File: src/rtl/core/vsaq_pkg.sv
// Shared types, constants and register indexes for the vital-sign alarm qualifier.
`default_nettype none

package vsaq_pkg;

  // Buzzer pattern codes.
  typedef enum logic [1:0] {
    PAT_WARNING  = 2'd0,
    PAT_CRITICAL = 2'd1,
    PAT_SUCCESS  = 2'd2
  } pattern_t;

  // Alarm source codes.
  typedef enum logic [1:0] {
    SRC_ECG   = 2'd0,
    SRC_PULSE = 2'd1,
    SRC_BP    = 2'd2
  } source_t;

  // Configuration port geometry and register indexes.
  localparam int CFG_INDEX_W = 4;
  localparam int CFG_DATA_W  = 16;

  localparam logic [CFG_INDEX_W-1:0] CFG_LEADS_OFF_STABLE = 4'd0;
  localparam logic [CFG_INDEX_W-1:0] CFG_PULSE_WEAK_STABLE = 4'd1;
  localparam logic [CFG_INDEX_W-1:0] CFG_WARNING_COOLDOWN = 4'd2;
  localparam logic [CFG_INDEX_W-1:0] CFG_BP_CRIT_COOLDOWN = 4'd3;
  localparam logic [CFG_INDEX_W-1:0] CFG_BP_SPEED_COOLDOWN = 4'd4;
  localparam logic [CFG_INDEX_W-1:0] CFG_OVER_PRESSURE = 4'd5;
  localparam logic [CFG_INDEX_W-1:0] CFG_DEFLATE_LOW = 4'd6;
  localparam logic [CFG_INDEX_W-1:0] CFG_DEFLATE_HIGH = 4'd7;

  // Register reset values.
  localparam logic [15:0] RST_LEADS_OFF_STABLE  = 16'd750;
  localparam logic [15:0] RST_PULSE_WEAK_STABLE = 16'd1500;
  localparam logic [15:0] RST_WARNING_COOLDOWN  = 16'd2000;
  localparam logic [15:0] RST_BP_CRIT_COOLDOWN  = 16'd1000;
  localparam logic [15:0] RST_BP_SPEED_COOLDOWN = 16'd1500;
  localparam logic [11:0] RST_OVER_PRESSURE     = 12'd2100;
  localparam logic [10:0] RST_DEFLATE_LOW       = 11'd200;
  localparam logic [10:0] RST_DEFLATE_HIGH      = 11'd350;

  // Fixed clinical limits.
  localparam logic [8:0]  HR_CRIT_LOW     = 9'd40;
  localparam logic [8:0]  HR_WARN_LOW     = 9'd50;
  localparam logic [8:0]  HR_WARN_HIGH    = 9'd120;
  localparam logic [8:0]  HR_CRIT_HIGH    = 9'd140;
  localparam logic [9:0]  SPO2_FLOOR      = 10'd1;
  localparam logic [9:0]  SPO2_CRIT       = 10'd900;
  localparam logic [9:0]  SPO2_WARN       = 10'd940;
  localparam logic [10:0] SPEED_VALID_MIN = 11'd10;

  // Blood-pressure phase codes.
  localparam logic [2:0] BP_IDLE      = 3'd0;
  localparam logic [2:0] BP_DONE      = 3'd1;
  localparam logic [2:0] BP_ERROR     = 3'd2;
  localparam logic [2:0] BP_DEFLATING = 3'd3;

  // Result slots of one update, in emission order.
  localparam int SLOT_COUNT   = 4;
  localparam int SLOT_ECG     = 0;
  localparam int SLOT_PULSE   = 1;
  localparam int SLOT_BP_CRIT = 2;
  localparam int SLOT_BP_END  = 3;

  // Queue depth between the classifier and the emitter.
  localparam int QUEUE_DEPTH = 4;

  // One classified update: which slots fire and the variable patterns.
  typedef struct packed {
    logic [SLOT_COUNT-1:0] mask;
    pattern_t              pulse_pattern;
    pattern_t              bp_pattern;
  } job_t;

endpackage

`default_nettype wire

File: src/rtl/core/vsaq_front.sv
// Classifier: keeps configuration and qualification state, turns firing updates to jobs.
`default_nettype none

module vsaq_front (
  input  wire logic                                clk,
  input  wire logic                                rst,
  // Update channel
  input  wire logic                                in_valid,
  output logic                                     in_stall,
  input  wire logic [31:0]                         now_ms,
  input  wire logic                                ecg_running,
  input  wire logic                                ecg_leads_off,
  input  wire logic                                pulse_running,
  input  wire logic                                pulse_valid,
  input  wire logic                                pulse_done,
  input  wire logic [9:0]                          oxygen_saturation,
  input  wire logic [8:0]                          heart_rate,
  input  wire logic [2:0]                          bp_phase,
  input  wire logic [11:0]                         cuff_pressure,
  input  wire logic [10:0]                         deflate_speed,
  input  wire logic                                bp_result_valid,
  // Configuration channel
  input  wire logic                                cfg_valid,
  output logic                                     cfg_ready,
  input  wire logic [vsaq_pkg::CFG_INDEX_W-1:0]    cfg_index,
  input  wire logic [vsaq_pkg::CFG_DATA_W-1:0]     cfg_data,
  // Job queue write side
  output logic                                     push,
  output vsaq_pkg::job_t                           push_job,
  input  wire logic                                full
);

  // Configuration registers.
  logic [15:0] leads_off_stable_ms;
  logic [15:0] pulse_weak_stable_ms;
  logic [15:0] warning_cooldown_ms;
  logic [15:0] bp_critical_cooldown_ms;
  logic [15:0] bp_speed_cooldown_ms;
  logic [11:0] over_pressure_limit;
  logic [10:0] deflate_speed_low;
  logic [10:0] deflate_speed_high;

  // Qualification state.
  logic [31:0] leads_off_start, leads_off_start_next;
  logic [31:0] weak_pulse_start, weak_pulse_start_next;
  logic [31:0] ecg_last_warning, ecg_last_warning_next;
  logic [31:0] pulse_last_warning, pulse_last_warning_next;
  logic [31:0] bp_last_warning, bp_last_warning_next;
  logic [31:0] bp_last_critical, bp_last_critical_next;
  logic        pulse_seen_active, pulse_seen_active_next;
  logic        bp_seen_active, bp_seen_active_next;

  logic        accept;
  logic        ecg_cond, weak_cond;
  logic [31:0] leads_off_eff, weak_eff;
  logic        ecg_fire, pulse_warn_fire, grade_fire;
  logic        grade_crit, grade_warn;
  logic        bp_active, speed_bad, crit_fire, speed_fire, end_success, end_error;
  vsaq_pkg::pattern_t grade_pattern;

  // A stored stamp of zero means never, otherwise the wrapping gap is compared.
  function automatic logic elapsed(input logic [31:0] now, input logic [31:0] since,
                                   input logic [15:0] interval);
    logic [31:0] gap;
    gap = now - since;
    return (since == 32'd0) || (gap >= {16'd0, interval});
  endfunction

  assign cfg_ready = 1'b1;
  assign in_stall  = full;
  assign accept    = in_valid && !full;

  // Configuration writes; unknown indexes are dropped.
  always_ff @(posedge clk) begin
    if (rst) begin
      leads_off_stable_ms     <= vsaq_pkg::RST_LEADS_OFF_STABLE;
      pulse_weak_stable_ms    <= vsaq_pkg::RST_PULSE_WEAK_STABLE;
      warning_cooldown_ms     <= vsaq_pkg::RST_WARNING_COOLDOWN;
      bp_critical_cooldown_ms <= vsaq_pkg::RST_BP_CRIT_COOLDOWN;
      bp_speed_cooldown_ms    <= vsaq_pkg::RST_BP_SPEED_COOLDOWN;
      over_pressure_limit     <= vsaq_pkg::RST_OVER_PRESSURE;
      deflate_speed_low       <= vsaq_pkg::RST_DEFLATE_LOW;
      deflate_speed_high      <= vsaq_pkg::RST_DEFLATE_HIGH;
    end else if (cfg_valid) begin
      unique case (cfg_index)
        vsaq_pkg::CFG_LEADS_OFF_STABLE:  leads_off_stable_ms     <= cfg_data;
        vsaq_pkg::CFG_PULSE_WEAK_STABLE: pulse_weak_stable_ms    <= cfg_data;
        vsaq_pkg::CFG_WARNING_COOLDOWN:  warning_cooldown_ms     <= cfg_data;
        vsaq_pkg::CFG_BP_CRIT_COOLDOWN:  bp_critical_cooldown_ms <= cfg_data;
        vsaq_pkg::CFG_BP_SPEED_COOLDOWN: bp_speed_cooldown_ms    <= cfg_data;
        vsaq_pkg::CFG_OVER_PRESSURE:     over_pressure_limit     <= cfg_data[11:0];
        vsaq_pkg::CFG_DEFLATE_LOW:       deflate_speed_low       <= cfg_data[10:0];
        vsaq_pkg::CFG_DEFLATE_HIGH:      deflate_speed_high      <= cfg_data[10:0];
        default: ;
      endcase
    end
  end

  // ECG leads-off qualification.
  always_comb begin
    ecg_cond      = ecg_running && ecg_leads_off;
    leads_off_eff = (leads_off_start == 32'd0) ? now_ms : leads_off_start;
    ecg_fire      = ecg_cond && ((now_ms - leads_off_eff) >= {16'd0, leads_off_stable_ms})
                    && elapsed(now_ms, ecg_last_warning, warning_cooldown_ms);
    leads_off_start_next  = ecg_cond ? leads_off_eff : 32'd0;
    ecg_last_warning_next = !ecg_cond ? 32'd0 : (ecg_fire ? now_ms : ecg_last_warning);
  end

  // Pulse weak-signal qualification and end-of-measurement grading.
  always_comb begin
    weak_cond       = pulse_running && !pulse_valid;
    weak_eff        = (weak_pulse_start == 32'd0) ? now_ms : weak_pulse_start;
    pulse_warn_fire = weak_cond && ((now_ms - weak_eff) >= {16'd0, pulse_weak_stable_ms})
                      && elapsed(now_ms, pulse_last_warning, warning_cooldown_ms);
    weak_pulse_start_next   = weak_cond ? weak_eff : 32'd0;
    pulse_last_warning_next = pulse_warn_fire ? now_ms : pulse_last_warning;
    pulse_seen_active_next  = pulse_running;

    grade_fire = !pulse_running && pulse_seen_active && pulse_done;
    grade_crit = ((oxygen_saturation > vsaq_pkg::SPO2_FLOOR) &&
                  (oxygen_saturation < vsaq_pkg::SPO2_CRIT)) ||
                 ((heart_rate != 9'd0) && ((heart_rate < vsaq_pkg::HR_CRIT_LOW) ||
                                           (heart_rate > vsaq_pkg::HR_CRIT_HIGH)));
    grade_warn = ((oxygen_saturation >= vsaq_pkg::SPO2_CRIT) &&
                  (oxygen_saturation < vsaq_pkg::SPO2_WARN)) ||
                 ((heart_rate != 9'd0) && ((heart_rate < vsaq_pkg::HR_WARN_LOW) ||
                                           (heart_rate > vsaq_pkg::HR_WARN_HIGH)));
    if (grade_crit) begin
      grade_pattern = vsaq_pkg::PAT_CRITICAL;
    end else if (grade_warn) begin
      grade_pattern = vsaq_pkg::PAT_WARNING;
    end else begin
      grade_pattern = vsaq_pkg::PAT_SUCCESS;
    end
  end

  // Blood-pressure run: over-pressure, deflate speed and end of run.
  always_comb begin
    bp_active  = bp_phase >= vsaq_pkg::BP_DEFLATING;
    speed_bad  = ((deflate_speed > vsaq_pkg::SPEED_VALID_MIN) &&
                  (deflate_speed < deflate_speed_low)) ||
                 (deflate_speed > deflate_speed_high);
    crit_fire  = bp_active && (cuff_pressure > over_pressure_limit)
                 && elapsed(now_ms, bp_last_critical, bp_critical_cooldown_ms);
    speed_fire = (bp_phase == vsaq_pkg::BP_DEFLATING) && speed_bad
                 && elapsed(now_ms, bp_last_warning, bp_speed_cooldown_ms);
    end_success = (bp_phase == vsaq_pkg::BP_DONE) && bp_result_valid && bp_seen_active;
    end_error   = (bp_phase == vsaq_pkg::BP_ERROR) && bp_seen_active;
    bp_last_critical_next = crit_fire ? now_ms : bp_last_critical;
    bp_last_warning_next  = speed_fire ? now_ms : bp_last_warning;
    if (bp_active) begin
      bp_seen_active_next = 1'b1;
    end else if (end_success || end_error || (bp_phase == vsaq_pkg::BP_IDLE)) begin
      bp_seen_active_next = 1'b0;
    end else begin
      bp_seen_active_next = bp_seen_active;
    end
  end

  // Job assembly for the queue.
  always_comb begin
    push_job = '0;
    push_job.mask[vsaq_pkg::SLOT_ECG]     = ecg_fire;
    push_job.mask[vsaq_pkg::SLOT_PULSE]   = pulse_warn_fire || grade_fire;
    push_job.mask[vsaq_pkg::SLOT_BP_CRIT] = crit_fire;
    push_job.mask[vsaq_pkg::SLOT_BP_END]  = speed_fire || end_success || end_error;
    push_job.pulse_pattern = pulse_warn_fire ? vsaq_pkg::PAT_WARNING : grade_pattern;
    push_job.bp_pattern    = end_success ? vsaq_pkg::PAT_SUCCESS : vsaq_pkg::PAT_WARNING;
    push = accept && (|push_job.mask);
  end

  // State advances once per accepted update.
  always_ff @(posedge clk) begin
    if (rst) begin
      leads_off_start    <= '0;
      weak_pulse_start   <= '0;
      ecg_last_warning   <= '0;
      pulse_last_warning <= '0;
      bp_last_warning    <= '0;
      bp_last_critical   <= '0;
      pulse_seen_active  <= 1'b0;
      bp_seen_active     <= 1'b0;
    end else if (accept) begin
      leads_off_start    <= leads_off_start_next;
      weak_pulse_start   <= weak_pulse_start_next;
      ecg_last_warning   <= ecg_last_warning_next;
      pulse_last_warning <= pulse_last_warning_next;
      bp_last_warning    <= bp_last_warning_next;
      bp_last_critical   <= bp_last_critical_next;
      pulse_seen_active  <= pulse_seen_active_next;
      bp_seen_active     <= bp_seen_active_next;
    end
  end

endmodule

`default_nettype wire

File: src/rtl/core/vsaq_fifo.sv
// Short job queue between the classifier and the emitter.
`default_nettype none

module vsaq_fifo #(
  parameter int DEPTH = vsaq_pkg::QUEUE_DEPTH
) (
  input  wire logic           clk,
  input  wire logic           rst,
  input  wire logic           push,
  input  wire vsaq_pkg::job_t push_job,
  output logic                full,
  input  wire logic           pop,
  output vsaq_pkg::job_t      pop_job,
  output logic                empty
);

  localparam int PTR_W = (DEPTH > 1) ? $clog2(DEPTH) : 1;
  localparam int CNT_W = $clog2(DEPTH + 1);

  vsaq_pkg::job_t   slots [DEPTH];
  logic [PTR_W-1:0] wr_ptr;
  logic [PTR_W-1:0] rd_ptr;
  logic [CNT_W-1:0] count;

  assign full    = (count == CNT_W'(DEPTH));
  assign empty   = (count == '0);
  assign pop_job = slots[rd_ptr];

  // Entry storage.
  always_ff @(posedge clk) begin
    if (push) begin
      slots[wr_ptr] <= push_job;
    end
  end

  // Pointers and fill count.
  always_ff @(posedge clk) begin
    if (rst) begin
      wr_ptr <= '0;
      rd_ptr <= '0;
      count  <= '0;
    end else begin
      if (push) begin
        wr_ptr <= (wr_ptr == PTR_W'(DEPTH - 1)) ? '0 : wr_ptr + 1'b1;
      end
      if (pop) begin
        rd_ptr <= (rd_ptr == PTR_W'(DEPTH - 1)) ? '0 : rd_ptr + 1'b1;
      end
      if (push && !pop) begin
        count <= count + 1'b1;
      end else if (pop && !push) begin
        count <= count - 1'b1;
      end
    end
  end

  // The classifier never writes a full queue, and the emitter never reads an empty one.
  a_no_overflow: assert property (@(posedge clk) disable iff (rst) push |-> !full)
    else $error("job queue written while full");
  a_no_underflow: assert property (@(posedge clk) disable iff (rst) pop |-> !empty)
    else $error("job queue read while empty");
  // Only jobs that carry at least one request are queued.
  a_nonempty_job: assert property (@(posedge clk) disable iff (rst)
                                   push |-> (push_job.mask != '0))
    else $error("job with no request queued");
  // Fill count follows the push and pop pattern.
  a_count_track: assert property (@(posedge clk) disable iff (rst)
                                  (push == pop) |=> $stable(count))
    else $error("job queue count moved without net transfer");

endmodule

`default_nettype wire

File: src/rtl/core/vsaq_back.sv
// Emitter: walks each queued job, sending its buzzer requests one word per unstalled cycle.
`default_nettype none

module vsaq_back (
  input  wire logic           clk,
  input  wire logic           rst,
  // Job queue read side
  output logic                pop,
  input  wire vsaq_pkg::job_t pop_job,
  input  wire logic           empty,
  // Result channel
  output logic                out_valid,
  input  wire logic           out_stall,
  output logic [1:0]          pattern,
  output logic [1:0]          alarm_source,
  output logic                last_of_run
);

  vsaq_pkg::job_t                  cur;
  logic [vsaq_pkg::SLOT_COUNT-1:0] low_bit;
  logic [vsaq_pkg::SLOT_COUNT-1:0] remaining;
  logic                            adv;
  vsaq_pkg::pattern_t              sel_pattern;
  vsaq_pkg::source_t               sel_source;

  // Pick the earliest pending slot of the current job.
  always_comb begin
    low_bit   = cur.mask & (~cur.mask + 1'b1);
    remaining = cur.mask & ~low_bit;
    adv       = (cur.mask != '0) && (!out_valid || !out_stall);
    pop       = !empty && ((cur.mask == '0) || (adv && (remaining == '0)));
    if (low_bit[vsaq_pkg::SLOT_ECG]) begin
      sel_pattern = vsaq_pkg::PAT_WARNING;
      sel_source  = vsaq_pkg::SRC_ECG;
    end else if (low_bit[vsaq_pkg::SLOT_PULSE]) begin
      sel_pattern = cur.pulse_pattern;
      sel_source  = vsaq_pkg::SRC_PULSE;
    end else if (low_bit[vsaq_pkg::SLOT_BP_CRIT]) begin
      sel_pattern = vsaq_pkg::PAT_CRITICAL;
      sel_source  = vsaq_pkg::SRC_BP;
    end else begin
      sel_pattern = cur.bp_pattern;
      sel_source  = vsaq_pkg::SRC_BP;
    end
  end

  // Current job register: reloads from the queue as the last slot leaves or while empty.
  always_ff @(posedge clk) begin
    if (rst) begin
      cur <= '0;
    end else if (pop) begin
      cur <= pop_job;
    end else if (adv) begin
      cur.mask <= remaining;
    end
  end

  // Output register.
  always_ff @(posedge clk) begin
    if (rst) begin
      out_valid <= 1'b0;
    end else if (adv) begin
      out_valid <= 1'b1;
    end else if (!out_stall) begin
      out_valid <= 1'b0;
    end
  end

  always_ff @(posedge clk) begin
    if (adv) begin
      pattern      <= sel_pattern;
      alarm_source <= sel_source;
      last_of_run  <= (remaining == '0);
    end
  end

  // A request that moves into the output register is always presented next cycle.
  a_adv_shows: assert property (@(posedge clk) disable iff (rst) adv |=> out_valid)
    else $error("request lost on its way to the output register");
  // A new job is only taken once the current one has no pending slot left after this cycle.
  a_pop_when_done: assert property (@(posedge clk) disable iff (rst)
                                    pop |-> ((cur.mask == '0) || (remaining == '0)))
    else $error("job reloaded while requests were still pending");
  // The slot sent is always a single pending bit of the job.
  a_single_slot: assert property (@(posedge clk) disable iff (rst)
                                  adv |-> $onehot(low_bit))
    else $error("emitter selected more than one slot");

endmodule

`default_nettype wire

File: src/rtl/core/vital_sign_alarm_qualifier_unit.sv
// Top level of the vital-sign alarm qualifier: classifier, job queue and emitter.
//
// Usage: each monitor snapshot enters as one word on the in_ channel (in_valid,
// in_stall) with its millisecond stamp. The classifier takes one word per cycle
// whenever the job queue has room and updates all qualification timers in that
// cycle. Each update causes zero to four buzzer requests; those that fire are
// queued as one job and leave on the out_ channel in order ECG, pulse,
// blood-pressure critical, blood-pressure warning or end of run, one word per
// cycle while out_stall is low; last_of_run marks the final request of an
// update. Requests pass through the job queue, the current job register and
// the output register. Throughput: one update per cycle while the job queue
// has room, bounded by the emitter at one request per cycle while the receiver
// does not stall; updates with no request are not queued. When the receiver
// stalls the output word holds, the queue fills, and in_stall rises once
// QUEUE_DEPTH jobs wait. Configuration words (cfg_valid, always ready) are to
// be written only while the block is idle; the block itself does not enforce it.
// Reset is synchronous: all timers, cooldown stamps and run flags clear to
// zero, registers return to their defaults and the queue empties.
`default_nettype none

module vital_sign_alarm_qualifier_unit #(
  parameter int QUEUE_DEPTH = vsaq_pkg::QUEUE_DEPTH
) (
  input  wire logic                             clk,
  input  wire logic                             rst,
  // Update channel
  input  wire logic                             in_valid,
  output logic                                  in_stall,
  input  wire logic [31:0]                      now_ms,
  input  wire logic                             ecg_running,
  input  wire logic                             ecg_leads_off,
  input  wire logic                             pulse_running,
  input  wire logic                             pulse_valid,
  input  wire logic                             pulse_done,
  input  wire logic [9:0]                       oxygen_saturation,
  input  wire logic [8:0]                       heart_rate,
  input  wire logic [2:0]                       bp_phase,
  input  wire logic [11:0]                      cuff_pressure,
  input  wire logic [10:0]                      deflate_speed,
  input  wire logic                             bp_result_valid,
  // Configuration channel
  input  wire logic                             cfg_valid,
  output logic                                  cfg_ready,
  input  wire logic [vsaq_pkg::CFG_INDEX_W-1:0] cfg_index,
  input  wire logic [vsaq_pkg::CFG_DATA_W-1:0]  cfg_data,
  // Result channel
  output logic                                  out_valid,
  input  wire logic                             out_stall,
  output logic [1:0]                            pattern,
  output logic [1:0]                            alarm_source,
  output logic                                  last_of_run
);

  logic           push;
  logic           full;
  logic           pop;
  logic           empty;
  vsaq_pkg::job_t push_job;
  vsaq_pkg::job_t pop_job;

  // Classifier.
  vsaq_front u_front (
    .clk               (clk),
    .rst               (rst),
    .in_valid          (in_valid),
    .in_stall          (in_stall),
    .now_ms            (now_ms),
    .ecg_running       (ecg_running),
    .ecg_leads_off     (ecg_leads_off),
    .pulse_running     (pulse_running),
    .pulse_valid       (pulse_valid),
    .pulse_done        (pulse_done),
    .oxygen_saturation (oxygen_saturation),
    .heart_rate        (heart_rate),
    .bp_phase          (bp_phase),
    .cuff_pressure     (cuff_pressure),
    .deflate_speed     (deflate_speed),
    .bp_result_valid   (bp_result_valid),
    .cfg_valid         (cfg_valid),
    .cfg_ready         (cfg_ready),
    .cfg_index         (cfg_index),
    .cfg_data          (cfg_data),
    .push              (push),
    .push_job          (push_job),
    .full              (full)
  );

  // Job queue.
  vsaq_fifo #(
    .DEPTH (QUEUE_DEPTH)
  ) u_fifo (
    .clk      (clk),
    .rst      (rst),
    .push     (push),
    .push_job (push_job),
    .full     (full),
    .pop      (pop),
    .pop_job  (pop_job),
    .empty    (empty)
  );

  // Emitter.
  vsaq_back u_back (
    .clk          (clk),
    .rst          (rst),
    .pop          (pop),
    .pop_job      (pop_job),
    .empty        (empty),
    .out_valid    (out_valid),
    .out_stall    (out_stall),
    .pattern      (pattern),
    .alarm_source (alarm_source),
    .last_of_run  (last_of_run)
  );

endmodule

`default_nettype wire

File: config.mk
export PLATFORM = sky130hd
export DESIGN_NAME = vital_sign_alarm_qualifier_unit
export DESIGN_NICKNAME = d
export VERILOG_FILES = /design/src/rtl/core/vsaq_pkg.sv /design/src/rtl/core/vsaq_front.sv /design/src/rtl/core/vsaq_fifo.sv /design/src/rtl/core/vsaq_back.sv /design/src/rtl/core/vital_sign_alarm_qualifier_unit.sv
export SDC_FILE = /design/constraint.sdc
export NUM_CORES = 1
export LEC_CHECK = 0
export BUFFER_PORTS_ARGS = -buffer_cell sky130_fd_sc_hd__buf_4
export CAP_MARGIN = 20
export CORE_MARGIN = 3
export CORE_UTILIZATION = 56
export CTS_BUF_LIST = sky130_fd_sc_hd__clkbuf_4 sky130_fd_sc_hd__clkbuf_8
export DETAILED_ROUTE_END_ITERATION = 12
export PLACE_DENSITY = 0.76
export SLEW_MARGIN = 5
export SYNTH_ARGS = -nofsm -noshare
export SYNTH_HDL_FRONTEND = slang
export SYNTH_SLANG_ARGS = --single-unit
File: constraint.sdc
create_clock -name clk -period 7.7 [get_ports clk]
set_clock_uncertainty 0.15 [all_clocks]
set_input_delay 1.925 -clock clk [delete_from_list [all_inputs] [get_ports clk]]
set_output_delay 1.925 -clock clk [all_outputs]
set_load 0.01 [all_outputs]
==> run_summary.xml <==
<?xml version="1.0" encoding="UTF-8"?>
<metrics>
  <group name="floorplan">
    <metric name="die_h" unit="um">230</metric>
    <metric name="coreArea" unit="um^2">49400</metric>
    <metric name="initial_core_utilization" unit="%">57.1</metric>
    <metric name="die_w" unit="um">230</metric>
    <metric name="floorplan.rows" unit="">81</metric>
    <metric name="die-area" unit="um^2">53100</metric>
    <metric name="io_pins" unit="">116</metric>
  </group>
  <group name="detailed_routing">
    <metric name="detailroute.via_count" unit="">28200</metric>
    <metric name="dr.first_iter.drc_count" unit="">3020</metric>
    <metric name="antenna_violating_nets_post_route" unit="">0</metric>
    <metric name="totalWireLength" unit="um">89000</metric>
    <metric name="firstDrtPassIters" unit="">6</metric>
    <metric name="route.detailed.wl_per_inst" unit="um">19.2</metric>
    <metric name="drc" unit="">0</metric>
    <metric name="vias_per_cell" unit="">6.10</metric>
  </group>
  <group name="grt">
    <metric name="grt_antenna_before_repair" unit="">2</metric>
    <metric name="grt_first_pass_wirelength" unit="um">139000</metric>
    <metric name="total_track_usage" unit="%">32.5</metric>
    <metric name="global_route.peak_usage_layer" unit="">met1</metric>
    <metric name="grt_start_max_net_pins" unit="">127</metric>
    <metric name="total_congestion_overflow_after_global_routing" unit="">0</metric>
    <metric name="grt_pass1_vias" unit="">25200</metric>
    <metric name="gr-usage-met1" unit="%">47.8</metric>
    <metric name="grt_use_met3" unit="%">8.06</metric>
    <metric name="global_route.usage.met2" unit="%">46.3</metric>
  </group>
  <group name="timing">
    <metric name="worstMarginPinSlew" unit="ns">0.927</metric>
    <metric name="min_period_over_period" unit="%">97.1</metric>
    <metric name="fmaxAchievable" unit="MHz">134</metric>
    <metric name="setup_viol" unit="">0</metric>
    <metric name="maxSlewHeadroom" unit="%">38.2</metric>
    <metric name="timing.final.crit_period" unit="ns">7.48</metric>
    <metric name="finalHoldViolations" unit="">0</metric>
    <metric name="tns" unit="ns">0</metric>
    <metric name="timing_max_transition_violations_final" unit="">0</metric>
  </group>
  <group name="pwr">
    <metric name="clock_power_share" unit="%">22.2</metric>
    <metric name="seq_power_share" unit="%">23.7</metric>
    <metric name="net-switching-power" unit="mW">3.77</metric>
    <metric name="power_density" unit="nW/um^2">274</metric>
    <metric name="design_power_total" unit="mW">8.96</metric>
    <metric name="static-leakage-power" unit="nW">13.4</metric>
    <metric name="internal_power" unit="mW">5.19</metric>
    <metric name="p_sw_share" unit="%">42.1</metric>
    <metric name="share_comb_of_total_power" unit="%">54.1</metric>
    <metric name="worst_ir_drop_vdd" unit="mV">0.161</metric>
  </group>
  <group name="setup_path">
    <metric name="crit_arrival" unit="ns">7.91</metric>
    <metric name="critPathRequiredTime" unit="ns">8.13</metric>
    <metric name="cpPeakStageDelay" unit="ns">0.43</metric>
    <metric name="critical_path_peak_fanout" unit="">6</metric>
    <metric name="cp-start-kind" unit="">input pin</metric>
    <metric name="crit_type" unit="">input pin to flip-flop</metric>
    <metric name="worstSetupEndpointType" unit="">flip-flop</metric>
    <metric name="worst_path_max_delay_cell" unit="">fa_1</metric>
  </group>
  <group name="final_layout">
    <metric name="area.growth.synth_to_final" unit="%">16.0</metric>
    <metric name="finish.cell_count_without_fillers" unit="">4626</metric>
    <metric name="num-nets-final" unit="">4349</metric>
    <metric name="layout.filler_cells" unit="">4344</metric>
    <metric name="post-route-cell-area" unit="um^2">32700</metric>
    <metric name="post_route_cells_drive_above_1_share" unit="%">14.0</metric>
  </group>
  <group name="synth">
    <metric name="synth_enable_flop_cells" unit="">33</metric>
    <metric name="synth_nets" unit="">4082</metric>
    <metric name="post-synth-top-count-cell" unit="">a21oi_1</metric>
    <metric name="synth_area_leaders" unit="">dfxtp_1, ha_1, a21oi_1</metric>
    <metric name="netlist_area_pre_place" unit="um^2">28200</metric>
    <metric name="synth.avg_cell_area" unit="um^2">7.73</metric>
    <metric name="synthDominantCellAreaShare" unit="%">23.1</metric>
    <metric name="yosysSeqAreaShare" unit="%">26.6</metric>
    <metric name="synth-main-ff-cell" unit="">dfxtp_1</metric>
    <metric name="synth.cells.most_frequent" unit="">a21oi_1, nor2_1, nand2_1</metric>
    <metric name="synthCells" unit="">3646</metric>
    <metric name="synth_warnings" unit="">0</metric>
    <metric name="synth_largest_area_cell" unit="">dfxtp_1</metric>
    <metric name="async_reset_ff_share" unit="%">0</metric>
    <metric name="ys_seq_elements" unit="">358</metric>
    <metric name="synthDistinctLibCells" unit="">89</metric>
  </group>
  <group name="outcome">
    <metric name="run_status" unit="">finished clean</metric>
  </group>
  <group name="placement">
    <metric name="gp_congestion" unit="">0.976</metric>
    <metric name="placedInstanceArea" unit="um^2">31200</metric>
    <metric name="port_buffers" unit="">113</metric>
    <metric name="dp_hpwl" unit="um">67100</metric>
    <metric name="place.detailed.instances" unit="">4505</metric>
  </group>
  <group name="clock_tree">
    <metric name="cts_inserted_buffers" unit="">67</metric>
    <metric name="tritoncts" unit="">yes</metric>
    <metric name="clk_pin_slew" unit="ns">0.06</metric>
    <metric name="maximum_clock_insertion_buffer_count" unit="">3</metric>
    <metric name="clk-insertion-delay-late" unit="ns">0.67</metric>
    <metric name="ctsHtreeMaxLevel" unit="">3</metric>
    <metric name="clock-root-buffer" unit="">clkbuf_8</metric>
    <metric name="cts.sink_count" unit="">358</metric>
    <metric name="cts_hold_fix_bufs" unit="">0</metric>
  </group>
  <group name="job">
    <metric name="maxCapViolations" unit="">0</metric>
  </group>
  <group name="min_path">
    <metric name="timing.hold.worst.class" unit="">flip-flop to flip-flop</metric>
  </group>
</metrics>
==> metal layers <==
| layer | up-vias | part of all wire [%] |
|---|---|---|
| met5 | - | 0.011 |
| met4 | 2 | 3.5 |
| met3 | 171 | 11 |
| met2 | 1171 | 40 |
| met1 | 13200 | 46 |
| li1 | 13700 | - |
==> cell usage in the layout, fill, tap and decap left out, drive strengths merged, types with 71 or more instances in the layout <==
cell / instances
o21ai: 151
xnor2: 71
mux2i: 106
ha: 321
clkbuf: 105
a21oi: 425
buf: 358
nand2: 375
a21o: 81
dfxtp: 325
inv: 293
nor2: 398
==> kinds of logic after synthesis <==
| logic type | after synthesis | share of synthesized area, % |
|---|---|---|
| adder cells (fa/ha/maj) | 329 | 14.8 |
| XOR/XNOR | 125 | 3.95 |
| multiplexers | 125 | 4.80 |
| AO/OA/AOI/OAI | 1055 | 23.9 |
| flip-flops | 358 | 26.6 |
| AND/OR/NAND/NOR | 1201 | 19.8 |
| other | 1 | 0.0133 |
| buffers and inverters | 452 | 6.15 |
==> per-stage QoR <==
stage / hold slack [ns] / util, % / setup WS [ns]
after floorplan: 0.286 / - / 0.0452
after detailed placement: 0.297 / 63.2 / -0.562
after global routing: 0.324 / 66.3 / -0.0345
after CTS: 0.304 / 66.0 / 0.110
final: 0.305 / 66.3 / 0.224
after global placement: 0.293 / 63.1 / -0.544
==> flip-flops by register name (all words and copies together) (netlist names), 12 cells and up, named ones only <==
name and count:
u_front.bp_last_critical 32, u_front.bp_last_warning 32, u_front.ecg_last_warning 32, u_front.leads_off_start 32, u_front.pulse_last_warning 32, u_front.weak_pulse_start 32, u_fifo.slots 28, u_front.bp_critical_cooldown_ms 16
u_front.bp_speed_cooldown_ms 16, u_front.leads_off_stable_ms 16, u_front.pulse_weak_stable_ms 16, u_front.warning_cooldown_ms 16, u_front.over_pressure_limit 12
==> path summary, 6_finish.rpt <==
| kind | from | endpoint | slack, ns | cells after the start |
|---|---|---|---|---|
| worst max register to register | u_front.weak_pulse_start[16] | u_fifo.count[2] | 0.34 | 32 |
| worst min-delay path | u_front.bp_critical_cooldown_ms[13] | u_front.bp_critical_cooldown_ms[13] | 0.30 | 2 |
| worst max-delay path | now_ms[0] | u_fifo.count[2] | 0.22 | 30 |
| worst min register to register | u_front.bp_critical_cooldown_ms[13] | u_front.bp_critical_cooldown_ms[13] | 0.30 | 2 |
==> critical path, delay by kind of cell <==
kind	cells	cell delay, ns
buf+inv	4	0.50
fa+ha+maj	5	1.34
compound gates	12	2.32
xor+xnor	2	0.38
simple gates	7	1.41
==> power groups by stage <==
stage | Combinational, mW | Clock, mW | Sequential [mW]
4_1_cts | 4.68 | 2.01 | 2.12
3_5_place_dp | 4.63 | 0 | 2.16
2_1_floorplan | 3.19 | 0 | 2.11
6_report | 4.85 | 1.99 | 2.13
5_1_grt | 5.33 | 2.09 | 2.14
3_3_place_gp | 4.58 | 0 | 2.15
==> layout make-up <==
class	count	area, um^2	share of cell area, %
Inverter	292	1100	3.36
Multi-Input combinational cell	2836	19100	58.4
Clock buffer	105	1320	4.04
Sequential cell	358	7500	22.9
Clock inverter	12	98.8	0.302
Tap cell	664	831	2.54
Antenna cell	1	2.50	0.00765
Timing Repair Buffer	358	2760	8.43
==> timing repair <==
action | CTS | global route
endpoints found under the hold margin | 0 | 0
setup buffers | 0 | 3
gates resized for setup | 0 | 25
setup endpoints to repair | 0 | 3
No activity file was read; power rests on OpenSTA's default activity.
